===== src/rtl/fca_pkg.sv =====
// ----------------------------------------------------------------------------
// fca_pkg: shared types and constants
// Field widths, command and status codes, and the command and status
// groups passed between controller and datapath.
// ----------------------------------------------------------------------------
`default_nettype none

package fca_pkg;

   localparam int CMD_W     = 1;
   localparam int LEN_W     = 11;
   localparam int HEAD_W    = 10;
   localparam int STAT_W    = 2;
   localparam int CNT_OUT_W = 11;

   typedef enum logic [CMD_W-1:0] {
      CMD_ALLOC = 1'b0,
      CMD_FREE  = 1'b1
   } cmd_code_type;

   typedef enum logic [STAT_W-1:0] {
      ST_DONE  = 2'd0,
      ST_SHORT = 2'd1,
      ST_RANGE = 2'd2
   } status_type;

   typedef struct packed {
      logic clear;
      logic accept;
      logic scan;
      logic link_end;
      logic walk;
      logic reply;
   } dp_cmd_type;

   typedef struct packed {
      logic clear_done;
      logic req_alloc;
      logic alloc_skip;
      logic free_skip;
      logic scan_done;
      logic walk_done;
      logic rsp_busy;
   } dp_stat_type;

endpackage

`default_nettype wire


===== src/rtl/fca_controller.sv =====
// ----------------------------------------------------------------------------
// fca_controller: command sequencer
// Steps the table clear, the allocate scan, the free walk and the reply.
// ----------------------------------------------------------------------------
`default_nettype none

module fca_controller (
   input  logic                 clock,
   input  logic                 reset,
   input  logic                 req_valid,
   output logic                 req_ready,
   input  fca_pkg::dp_stat_type stat,
   output fca_pkg::dp_cmd_type  cmd
);
   import fca_pkg::*;

   typedef enum logic [5:0] {
      S_CLEAR = 6'b000001,
      S_IDLE  = 6'b000010,
      S_SCAN  = 6'b000100,
      S_LINK  = 6'b001000,
      S_WALK  = 6'b010000,
      S_REPLY = 6'b100000
   } state_type;

   state_type state_ff, state_in;

   always_comb begin
      cmd       = '0;
      req_ready = 1'b0;
      state_in  = state_ff;
      unique case (state_ff)
         S_CLEAR: begin
            cmd.clear = 1'b1;
            if (stat.clear_done) begin
               state_in = S_IDLE;
            end
         end
         S_IDLE: begin
            req_ready = 1'b1;
            if (req_valid) begin
               cmd.accept = 1'b1;
               if (stat.req_alloc) begin
                  state_in = stat.alloc_skip ? S_REPLY : S_SCAN;
               end else begin
                  state_in = stat.free_skip ? S_REPLY : S_WALK;
               end
            end
         end
         S_SCAN: begin
            cmd.scan = 1'b1;
            if (stat.scan_done) begin
               state_in = S_LINK;
            end
         end
         S_LINK: begin
            cmd.link_end = 1'b1;
            state_in     = S_REPLY;
         end
         S_WALK: begin
            cmd.walk = 1'b1;
            if (stat.walk_done) begin
               state_in = S_REPLY;
            end
         end
         S_REPLY: begin
            if (!stat.rsp_busy) begin
               cmd.reply = 1'b1;
               state_in  = S_IDLE;
            end
         end
         default: begin
            state_in = S_CLEAR;
         end
      endcase
   end

   always_ff @(posedge clock) begin
      if (reset) begin
         state_ff <= S_CLEAR;
      end else begin
         state_ff <= state_in;
      end
   end

endmodule

`default_nettype wire


===== config.mk =====
export PLATFORM = sky130hd
export DESIGN_NAME = fca_controller
export DESIGN_NICKNAME = d
export VERILOG_FILES = /design/src/rtl/fca_pkg.sv /design/src/rtl/fca_controller.sv
export SDC_FILE = /design/constraint.sdc
export NUM_CORES = 1
export LEC_CHECK = 0
export ABC_AREA = 1
export ABC_CLOCK_PERIOD_IN_PS = 1640
export BUFFER_PORTS_ARGS = -buffer_cell sky130_fd_sc_hd__buf_2
export CORE_AREA = 2 2 39 41
export CTS_CLUSTER_DIAMETER = 80
export DETAILED_ROUTE_END_ITERATION = 8
export DIE_AREA = 0 0 41 43
export GPL_ROUTABILITY_DRIVEN = 0
export MAX_ROUTING_LAYER = met4
export REMOVE_ABC_BUFFERS = 1
export SYNTH_ARGS = -nofsm -noshare
export SYNTH_HDL_FRONTEND = slang
export SYNTH_SLANG_ARGS = --single-unit

===== constraint.sdc =====
create_clock -name clock -period 1.64 [get_ports clock]
set_input_delay 0.082 -clock clock [delete_from_list [all_inputs] [get_ports clock]]
set_output_delay 0.082 -clock clock [all_outputs]
set_load 0.1 [all_outputs]

---- After elaboration in Yosys (flattened, before gate mapping) ----
Index checks and enable logic that the tools add are counted.
storage, ports and cells
  word-level logic and storage cells ...... 31
  output and inout bits ................... 7
  flip-flop bits (word level) ............. 6
  input bits .............................. 10
cells by class
  reduce and logical (&&, ||, !) cells .... 1
  equality and inequality tests ........... 11
  multiplexer cells ....................... 18
operators with widths
  operator                                              count
  2-to-1 mux 6 bit                                      8
  one-hot mux 6 bit (6 select lines)                    1
  inequality test 2 bit (second input constant)         5
  2-to-1 mux 1 bit                                      9
  equality test 6 x 1 -> 1 bit (second input constant)  1
  equality test 6 x 2 -> 1 bit (second input constant)  1
  equality test 6 x 3 -> 1 bit (second input constant)  1
  equality test 6 x 4 -> 1 bit (second input constant)  1
  equality test 6 x 5 -> 1 bit (second input constant)  1
  equality test 6 bit (second input constant)           1
  AND reduction 5 bit                                   1

---- Logic depth before layout (Yosys ltp) ----
Gate-level depths: netlist (run 1).
  depth after elaboration ................. 4
  mapped depth ............................ 8
  depth with buffers taken out ............ 8

---- Least setup slack after synthesis (run 1) ----
No wires, ideal clock.
  kind .................................... reg-to-output
  start ................................... register state_ff[2]
  end ..................................... output port cmd[0] (netlist name)
  setup slack ............................. -325 ps
  arrival ................................. 1883 ps
  data required time ...................... 1558 ps
  cell stages (with the launch flop) ...... 4
  cells stage by stage .................... dfxtp_1 -> nor2_2 -> nand3_1 -> nor2_1
RTL lines
  what                    RTL line              source
  start, declared         fca_controller.sv:26  state_type state_ff, state_in;
  start signal, assigned  fca_controller.sv:82  state_ff <= state_in;
  end, declared           fca_controller.sv:13  output fca_pkg::dp_cmd_type cmd

==> results of run 1 <==
-- kinds of logic (layout without fill, tap and decap cells) --
kind of cell,Yosys count,after routing,share of synthesized area [%]
buf+inv,21,40,18.10
compound gates,6,6,8.906
simple gates,37,37,45.40
flops,6,6,27.59
-- report_power, final --
| group | internal (mW) | switching (mW) | leakage (nW) |
|---|---|---|---|
| Combinational | 0.0878 | 0.182 | 0.273 |
| Sequential | 0.159 | 0.0153 | 0.0489 |
| Clock | 0.0825 | 0.0490 | 0.0138 |
| Total | 0.330 | 0.246 | 0.336 |
-- worst register-to-register path, delay by kind of cell, from the launching register on --
kind	cells	cell delay, ns
DFF	1	0.31
and+or+nand+nor	5	0.60
buffers and inverters	1	0.09
AOI/OAI and AO/OA	1	0.14
-- area by class of cell --
type / instances / area [um^2] / area share [%]
Tap cell: 16 / 20.02 / 3.376
Timing Repair Buffer: 16 / 115.1 / 19.41
Clock buffer: 3 / 22.52 / 3.797
Inverter: 21 / 78.83 / 13.29
Sequential cell: 6 / 120.1 / 20.25
Multi-Input combinational cell: 43 / 236.5 / 39.87
-- stage by stage --
step	total power, mW	cell area, um^2	utilization [%]	cells
3_3_place_gp	0.4454	565.5	40.87	102
4_1_cts	0.5792	588.1	42.50	105
3_5_place_dp	0.4464	565.5	40.87	102
6_report	0.5758	593.1	42.86	105
5_1_grt	0.6155	593.1	42.86	105
2_1_floorplan	0.3660	435.4	-	70
-- per-layer routing --
| layer | up-vias | GRT usage (%) | routed length [um] |
|---|---|---|---|
| met4 | 0 | 8.000 | 10 |
| met3 | 2 | 3.141 | 51 |
| li1 | 258 | - | - |
| met1 | 195 | 17.74 | 466 |
| met5 | - | - | 0 |
| met2 | 16 | 20.63 | 450 |
-- final timing paths --
path | cells after the start | from | end
worst max-delay path | 5 | state_ff[2]$_SDFFE_PP0P_ | cmd[3]
worst min-delay path | 2 | reset | state_ff[4]$_SDFFE_PP0P_
worst max register to register | 7 | state_ff[2]$_SDFFE_PP0P_ | state_ff[2]$_SDFFE_PP0P_
worst min register to register | 3 | state_ff[2]$_SDFFE_PP0P_ | state_ff[4]$_SDFFE_PP0P_
-- layout by cell type (no fill, tap or decap) --
cell type	netlist	layout
sky130_fd_sc_hd__buf_2	0	12
sky130_fd_sc_hd__clkbuf_4	0	5
sky130_fd_sc_hd__nand2_1	10	10
sky130_fd_sc_hd__nand2_4	1	1
sky130_fd_sc_hd__nor2_4	2	2
sky130_fd_sc_hd__inv_2	5	5
sky130_fd_sc_hd__nor2_1	7	7
sky130_fd_sc_hd__or2_1	1	1
sky130_fd_sc_hd__nand3_1	5	5
sky130_fd_sc_hd__a21oi_1	3	3
sky130_fd_sc_hd__o211ai_1	2	2
sky130_fd_sc_hd__o21ai_2	1	1
sky130_fd_sc_hd__buf_12	0	2
sky130_fd_sc_hd__inv_1	16	16
sky130_fd_sc_hd__nand4_1	7	7
sky130_fd_sc_hd__nor2_2	4	4
sky130_fd_sc_hd__dfxtp_1	6	6
==> metrics.md, run 1 <==
| Metric | Value |
|---|---|
| Flip-flop count of the largest register after layout | 6 |
| Area growth from synthesis to final layout | 36.21% |
| Endpoints failing hold | 0 |
| DRC errors left | 0 |
| Hold Slack | 0.04385 ns |
| Total clock buffers created by CTS | 3 |
| Portion of synthesized cell area occupied by the leading cell type | 27.59% |
| Register ranked first by flip-flop count | state_ff |
| Pre-CTS WS | 0.3332 ns |
| Cell Chain, Critical Path | inv_1 -> nor2_1 -> nand3_1 -> inv_1 -> buf_2 |
| Cell seen most often among critical-path stages | sky130_fd_sc_hd__inv_1 |
| Antenna Cells | 0 |
| Arrival @ worst endpoint | 1.42 ns |
| First-pass detailed-route iteration total | 4 |
| Clock latency on the worst-skew pair | 0.24 ns |
| Clock transition time at the flip-flop clock pins of the worst setup and hold paths | 0.05 ns |
| Critical Path Slowest Stage Cell | sky130_fd_sc_hd__buf_2 |
| Fraction of the yosys area taken by sequential cells | 27.59% |
| Cts-stage hold buffer count | 0 |
| Number of flip-flops and latches in the synthesized netlist | 6 |
| Initial detailed-routing violation count | 7 |
| Count of mapped cells out of synthesis | 70 |
| RSZ-0062 raised after global routing | false |
| Crit share post-route | 91.45% |
| Largest net degree at the start of global routing | 8 |
| CTS tree | built |
| Overall overflow remaining after global route | 0 |
| # IOs | 17 |
| Clock sinks | 6 |
| Headroom to the max-slew limit | 67.63% |
| Sort of element at the end of the critical path | output pin |
| Type of the most critical hold path | primary input to flip-flop |
| Synth unique cells | 14 |
| Number of enable-type register cells in the synthesized netlist | 0 |
| Maximum Capacitance Violations | 0 |
| Tightest Pin Transition | 0.4889 ns |
| Proportion of register bits with asynchronous set or reset after synthesis | 0% |
| Layout Skew | 0.006638 ns |
| Worst ir drop on vdd | 0.4206 mV |
| Number of port buffers | 16 |
| Critical path startpoint category | flip-flop |
| Total global-route track usage | 14.32% |
| Die extent in y | 43 um |
| Fraction of final layout cells with drive strength greater than 1 | 35.96% |
| Detailed-route vias per instance | 4.486 |
| Via Count | 471 |
| Synthesized cell area | 435.4 um^2 |
| Power density over the cells | 970.8 nW/um^2 |
| Std cell rows | 14 |
| Number of levels the H-tree was split into | 1 |
| Mean area per synthesized cell | 6.220 um^2 |
| Worst path setup slack after routing | 0.1402 ns |
| Top flop regs | state_ff (6) |
| Global-route wire length before repair | 1.662 mm |
| Number of buffers inserted by post-CTS setup repair | 0 |
| Floorplan core area | 1384 um^2 |
| Predominant post-synthesis flop cell | sky130_fd_sc_hd__dfxtp_1 |
| Sum of net half-perimeters after detailed placement | 837.3 um |
| ANT nets after route | 0 |
| Synthesis Warnings | 0 |
| Initial cell density of the core | 31.46% |
| Routed wire length | 979 um |
| Max incr delay on CP | 0.42 ns |
| Total Neg Setup Slack | 0 ns |
| Die X-Extent | 41 um |
| Library cell with the largest summed area after synthesis | sky130_fd_sc_hd__dfxtp_1 |
| Vias in the first global route | 438 |
| Routed length per placed instance | 9.324 um |
| Critical setup path kind | flip-flop to output pin |
| Buffer cell driving the clock tree root | sky130_fd_sc_hd__clkbuf_4 |
| Resized Gates After CTS | 0 |
| Standby leakage power | 0.3359 nW |
| Maximum achievable frequency | 0.6668 GHz |
| Top cells by count, synth | sky130_fd_sc_hd__inv_1 (16), sky130_fd_sc_hd__nand2_1 (10), sky130_fd_sc_hd__nand4_1 (7), sky130_fd_sc_hd__nor2_1 (7), sky130_fd_sc_hd__dfxtp_1 (6) |
| Die area | 1763 um^2 |
| Number of antenna violations at the first check in global routing | 0 |
| Outcome | finished, final reports clean |
| Post-layout min period | 1.500 ns |
| Required @ worst endpoint | 1.56 ns |
| Buffer levels on the longest clock path | 2 |
| Pins Over Slew Limit | 0 |
| Buf/Inv on CP | 3 |
| Largest cells by area after synthesis | sky130_fd_sc_hd__dfxtp_1 (28%), sky130_fd_sc_hd__inv_1 (14%), sky130_fd_sc_hd__nand4_1 (10%) |
| Cell class contributing the biggest share of worst-path delay | buffers and inverters |
| Maximum fanout encountered on the critical timing path | 2 |
| # nets final | 101 |
| Fill count | 162 |
| Setup slack on the worst flop-to-flop path | 0.42 ns |
| Final setup violation count | 0 |
| Cell with the most instances after synthesis | sky130_fd_sc_hd__inv_1 |
No activity file was read; power rests on OpenSTA's default activity.
==> run 2, diff against run 1 <==
ABC_AREA = 0   (was 1)
==> run 2 against run 1 <==
The flow now finishes with violations (setup timing). Cell count is 2.9% lower. Clock power about the same. Global-route usage grew 2.0 points. Non-clock buffer count increased by 16. Clock skew fell by 0.0065 ns. Routed wire length rose by 42%. Synthesized area shrank 11%. First-iteration DRC count is 71% higher. Sequential power increased by 10%.
==> metrics.md, run 2 <==
| Metric | Value |
|---|---|
| Portion of synthesized cell area occupied by the leading cell type | 31.07% |
| Floorplan core area | 1384 um^2 |
| Predominant post-synthesis flop cell | sky130_fd_sc_hd__dfxtp_1 |
| Power density over the cells | 1284 nW/um^2 |
| Largest cells by area after synthesis | sky130_fd_sc_hd__dfxtp_1 (31%), sky130_fd_sc_hd__nor2_1 (7.8%), sky130_fd_sc_hd__nand2_1 (4.9%) |
| Pins Over Slew Limit | 0 |
| Die extent in y | 43 um |
| Most common cell after layout, fill and taps aside | sky130_fd_sc_hd__buf_4 |
| # IOs | 17 |
| Count of mapped cells out of synthesis | 51 |
| Endpoints failing hold | 0 |
| Cts-stage hold buffer count | 0 |
| First-pass detailed-route iteration total | 4 |
| DRC errors left | 0 |
| Violated checks | setup timing |
| Synth unique cells | 27 |
| Number of antenna violations at the first check in global routing | 0 |
| Number of enable-type register cells in the synthesized netlist | 0 |
| CTS tree | built |
| Headroom to the max-slew limit | 73.02% |
| Standby leakage power | 0.3657 nW |
| Top cells by count, synth | sky130_fd_sc_hd__nor2_1 (8), sky130_fd_sc_hd__dfxtp_1 (6), sky130_fd_sc_hd__nand2_1 (5) |
| Maximum fanout encountered on the critical timing path | 2 |
| Cell with the most instances after synthesis | sky130_fd_sc_hd__nor2_1 |
| Clock latency on the worst-skew pair | 0.23 ns |
| Area of placed instances | 666.9 um^2 |
| Antenna Cells | 0 |
| Fraction of the yosys area taken by sequential cells | 31.07% |
| Post-layout min period | 1.900 ns |
| Detailed-route vias per instance | 5.186 |
| Number of levels the H-tree was split into | 1 |
| Number of stages on the worst hold path | 2 |
| Max incr delay on CP | 0.53 ns |
| Worst ir drop on vdd | 0.7346 mV |
| Library cell with the largest summed area after synthesis | sky130_fd_sc_hd__dfxtp_1 |
| Number of port buffers | 16 |
| Synthesized cell area | 386.6 um^2 |
| Via Count | 529 |
| ANT nets after route | 0 |
| Crit share post-route | 115.9% |
| Synthesis Warnings | 0 |
| Pre-CTS WS | -0.2698 ns |
| Overall overflow remaining after global route | 0 |
| Initial detailed-routing violation count | 12 |
| Critical Path Slowest Stage Cell | sky130_fd_sc_hd__or4_4 |
| Top flop regs | state_ff (6) |
| Sort of element at the end of the critical path | output pin |
| RSZ-0062 raised after global routing | true |
| Die area | 1763 um^2 |
| Mean area per synthesized cell | 7.581 um^2 |
| Arrival @ worst endpoint | 1.82 ns |
| Fraction of final layout cells with drive strength greater than 1 | 61.63% |
| Worst path setup slack after routing | -0.2603 ns |
| Commonest cells after routing, fill and taps aside | sky130_fd_sc_hd__buf_4 (12), sky130_fd_sc_hd__buf_2 (9), sky130_fd_sc_hd__buf_12 (7), sky130_fd_sc_hd__nor2_1 (6), sky130_fd_sc_hd__nand2_1 (5) |
| Clock sinks | 6 |
| Sum of net half-perimeters after detailed placement | 929.4 um |
| Area growth from synthesis to final layout | 118.8% |
| Global-route wire length before repair | 1.925 mm |
| Type of the most critical hold path | primary input to flip-flop |
| Initial cell density of the core | 27.94% |
| Buffer levels on the longest clock path | 2 |
| Maximum achievable frequency | 0.5262 GHz |
| Path depth of the worst reg2reg path | 5 |
| Outcome | complete, but fails checks |
| Cell Chain, Critical Path | or4_4 -> or3b_4 -> buf_6 -> inv_4 -> buf_12 |
| Number of flip-flops and latches in the synthesized netlist | 6 |
| Register ranked first by flip-flop count | state_ff |
| Std cell rows | 14 |
| Total global-route track usage | 16.29% |
| Tightest Pin Transition | 0.4042 ns |
| Routed length per placed instance | 13.66 um |
| Required @ worst endpoint | 1.56 ns |
| Proportion of register bits with asynchronous set or reset after synthesis | 0% |
| Summed area of non-filler cells in the final layout | 845.8 um^2 |
| Layout Skew | 0.00008921 ns |
| Routed wire length | 1.393 mm |
| Total clock buffers created by CTS | 3 |
| Die X-Extent | 41 um |
| Vias in the first global route | 472 |
| Largest net degree at the start of global routing | 8 |
| Maximum Capacitance Violations | 0 |
| Buffer cell driving the clock tree root | sky130_fd_sc_hd__clkbuf_4 |
| Flip-flop count of the largest register after layout | 6 |
| Critical path startpoint category | flip-flop |
| Total power | 1.086 mW |
| Clock transition time at the flip-flop clock pins of the worst setup and hold paths | 0.04 ns |
| Critical setup path kind | flip-flop to output pin |
| Final setup violation count | 7 |
| # nets final | 98 |
## run 2: cell types whose count changed in the layout (fill, tap and decap cells not counted), sizes merged, moves of 4 or more
cell   before  now
buf        14   32
inv        21    3
nand4       7    0
nand2      11    5
nor2       13    8
nand3       5    1
## run 2: timing repair
item | CTS | global route
resized for setup | 12 | 17
buffers inserted | 3 | 3
pin swaps | 5 | 8
setup endpoints to repair | 9 | 11
## run 2: critical path: cells and delay by family (launching register included)
kind,cells,cell delay [ns]
flops,1,0.32
buf+inv,3,0.34
simple gates,2,0.92
## run 2: where the power goes
| part | leakage, nW | switching [mW] | internal [mW] | total [mW] |
|---|---|---|---|---|
| clock | 0.0138 | 0.0486 | 0.0825 | 0.131 |
| sequential | 0.0498 | 0.0182 | 0.175 | 0.193 |
| combinational | 0.302 | 0.411 | 0.351 | 0.761 |
## run 2: layer usage
metal	up-vias	share of wire (%)	global-route usage (%)
met5	-	0	-
met3	4	6.1	5.236
li1	258	-	-
met1	245	39	17.80
met2	22	53	27.19
met4	0	2.0	4.000
## run 2: final cells by class
class                           count  area, um^2
Clock buffer                        3       22.52
Sequential cell                     6       122.6
Inverter                            3       13.76
Tap cell                           16       20.02
Timing Repair Buffer               32       320.3
Fill cell                         115       538.0
Multi-Input combinational cell     42       346.6
## run 2: logic make-up (layout without fill, tap and decap cells)
logic type                after synthesis  count (layout)  synth area share, %
DFF                                     6               6                31.07
xor gates and xnor gates                1               1                2.266
buffers and inverters                   3              38                2.912
AOI/OAI and AO/OA                      12              12                21.36
and+or+nand+nor                        29              29                42.40
## run 2: final timing paths
check / from / end / slack [ns]
worst max-delay path: state_ff[4]$_SDFFE_PP0P_ / cmd[3] / -0.26
worst min-delay path: stat[6] / state_ff[0]$_SDFFE_PP1P_ / 0.04
worst max register to register: state_ff[4]$_SDFFE_PP0P_ / state_ff[5]$_SDFFE_PP0P_ / -0.25
worst min register to register: state_ff[5]$_SDFFE_PP0P_ / state_ff[5]$_SDFFE_PP0P_ / 0.71
## run 2: per-stage QoR
stage | std cells | hold slack (ns) | util, % | TNS (ns)
after floorplan | 51 | 0.1541 | - | -11.71
after global placement | 93 | 0.3055 | 48.19 | -0.3533
after detailed placement | 93 | 0.3139 | 48.19 | -0.4917
after CTS | 99 | 0.06188 | 54.16 | -0.9906
after global routing | 102 | 0.05475 | 61.12 | -1.419
final | 102 | 0.04418 | 61.12 | -1.035
==> run 3, diff against run 2 <==
ABC_AREA = 1   (was 0)
ABC_CLOCK_PERIOD_IN_PS = 1650   (was 1640)
clock period = 1.65 ns   (was 1.64 ns; I/O delays follow)
==> run 3 against run 2 <==
The run now ends clean. Clock power rose by 3%. Worst setup slack improved by 0.35 ns. Cell count increased by 2.9%. First-iteration DRC count rose by 50%. Total power fell by 50%. Clock skew increased by 0.0068 ns. Critical path depth decreased by 1. Global-route usage is 1.6 points lower. Non-clock buffer count shrank 16. Critical endpoint is now cmd[0]. Largest cell class unchanged. Highest routed layer unchanged.
==> metrics.md, run 3 (same netlist as run 1, synthesis figures left out) <==
| Metric | Value |
|---|---|
| Outcome | finished, final reports clean |
| Launching point of the worst reg2reg path | state_ff[2]$_SDFFE_PP0P_ |
| Path depth of the worst reg2reg path | 8 |
| Post-layout min period | 1.556 ns |
| Endpoint of the worst-slack reg-to-reg timing path | state_ff[5]$_SDFFE_PP0P_ |
| Final setup violation count | 0 |
| Die area | 1763 um^2 |
| Power density over the cells | 944.0 nW/um^2 |
| Cell count after placement | 102 |
| Buffer levels on the longest clock path | 2 |
| Total Neg Setup Slack | 0 ns |
| Sort of element at the end of the critical path | output pin |
| Pins Over Slew Limit | 0 |
| Cell Chain, Critical Path | nor2_2 -> nand3_1 -> nor2_1 -> buf_2 |
| Arrival @ worst endpoint | 1.47 ns |
| Register ranked first by flip-flop count | state_ff |
| Top flop regs | state_ff (6) |
| Flip-flop count of the largest register after layout | 6 |
| Via Count | 483 |
| Headroom to the max-slew limit | 67.71% |
| Standby leakage power | 0.3315 nW |
| Pre-CTS WS | 0.2986 ns |
| Initial cell density of the core | 31.46% |
| Post-route core utilization | 41.77% |
| Die extent in y | 43 um |
| Total global-route track usage | 14.64% |
| # nets final | 101 |
| First-pass detailed-route iteration total | 4 |
| Maximum fanout encountered on the critical timing path | 6 |
| # IOs | 17 |
| Commonest cells after routing, fill and taps aside | sky130_fd_sc_hd__inv_1 (16), sky130_fd_sc_hd__buf_2 (13), sky130_fd_sc_hd__nand2_1 (10), sky130_fd_sc_hd__nor2_1 (7), sky130_fd_sc_hd__nand4_1 (7) |
| Overall overflow remaining after global route | 0 |
| Worst Hold End | state_ff[4]$_SDFFE_PP0P_ |
| Die X-Extent | 41 um |
| Total clock buffers created by CTS | 3 |
| Antenna Cells | 0 |
| Required @ worst endpoint | 1.57 ns |
| Critical setup path kind | flip-flop to output pin |
| Fraction of final layout cells with drive strength greater than 1 | 35.96% |
| Worst path setup slack after routing | 0.09369 ns |
| Area growth from synthesis to final layout | 32.76% |
| Buffer cell driving the clock tree root | sky130_fd_sc_hd__clkbuf_4 |
| Fill count | 159 |
| Global-route wire length before repair | 1.649 mm |
| CTS tree | built |
| Type of the most critical hold path | primary input to flip-flop |
| Layout Cells excl Fill | 105 |
| Critical path startpoint category | flip-flop |
| Setup slack on the worst flop-to-flop path | 0.43 ns |
| Worst ir drop on vdd | 0.4990 mV |
| Crit share post-route | 94.32% |
| Routed length per placed instance | 9.162 um |
| Area of placed instances | 550.5 um^2 |
| Footprint of the multi-input gates | 236.5 um^2 |
| Initial detailed-routing violation count | 18 |
| Std cell rows | 14 |
| Number of antenna violations at the first check in global routing | 0 |
| Reg area | 120.1 um^2 |
| Sum of net half-perimeters after detailed placement | 810.3 um |
| Tightest Pin Transition | 0.4877 ns |
| Number of stages on the worst hold path | 2 |
| Detailed-route vias per instance | 4.600 |
| Max incr delay on CP | 0.43 ns |
| Endpoints failing hold | 0 |
| Maximum achievable frequency | 0.6425 GHz |
| Vias in the first global route | 449 |
| Routed wire length | 962 um |
| DRC errors left | 0 |
| Number of levels the H-tree was split into | 1 |
| Most common cell after layout, fill and taps aside | sky130_fd_sc_hd__inv_1 |
| Clock sinks | 6 |
| Start point of the worst hold path | reset |
| Maximum Capacitance Violations | 0 |
| Critical Path Slowest Stage Cell | sky130_fd_sc_hd__buf_2 |
| Total power | 0.5457 mW |
| Hold Slack | 0.04186 ns |
| RSZ-0062 raised after global routing | false |
| Largest net degree at the start of global routing | 8 |
| Clock transition time at the flip-flop clock pins of the worst setup and hold paths | 0.04 ns |
| ANT nets after route | 0 |
| Floorplan core area | 1384 um^2 |
| Summed area of non-filler cells in the final layout | 578.1 um^2 |
| Number of port buffers | 16 |
| Layout Skew | 0.006875 ns |
| Clock latency on the worst-skew pair | 0.25 ns |
[run 3: power by group]
group	total (mW)	internal (mW)	switching, mW
Clock	0.135	0.0822	0.0523
Sequential	0.173	0.158	0.0150
Combinational	0.238	0.0627	0.175
[run 3: worst max-delay path: cells and delay by family, from the launching register on]
| kind | cells | cell delay [ns] |
|---|---|---|
| buffers and inverters | 1 | 0.43 |
| AND/OR/NAND/NOR | 3 | 0.48 |
| flip-flops | 1 | 0.31 |
[run 3: layer usage]
layer	track usage [%]	vias to the layer above	routed length, um	part of all wire [%]
li1	-	264	-	-
met1	17.48	189	428	44
met4	16.00	0	53	5.5
met2	19.06	25	397	41
met5	-	-	0	0
met3	1.571	5	82	8.5
[run 3: how the worst max path moves through the flow]
stage | start | endpoint | slack, ns | cells past startpoint
2_1_floorplan | state_ff[2]$_SDFFE_PP0P_ | cmd[0] | -0.32 | 3
3_3_place_gp | state_ff[2]$_SDFFE_PP0P_ | cmd[5] | 0.33 | 6
3_5_place_dp | state_ff[2]$_SDFFE_PP0P_ | cmd[5] | 0.30 | 6
4_1_cts | state_ff[2]$_SDFFE_PP0P_ | cmd[5] | 0.04 | 6
5_1_grt | state_ff[2]$_SDFFE_PP0P_ | cmd[0] | 0.01 | 4
6_report | state_ff[2]$_SDFFE_PP0P_ | cmd[0] | 0.09 | 4
[run 3: final cells by class]
| class | instances | share of cell area, % |
|---|---|---|
| inverter | 21 | 13.64 |
| multi-input combinational | 43 | 40.91 |
| sequential | 6 | 20.78 |
| clock buffer | 3 | 3.896 |
| tap | 16 | 3.463 |
| timing repair buffer | 16 | 17.32 |
[run 3: what timing repair did]
action | CTS | global route
hold buffers | 0 | 0
setup buffers | 0 | 0
resized for setup | 0 | 2
endpoints found under the setup margin | 0 | 2
hold endpoints to repair | 0 | 0
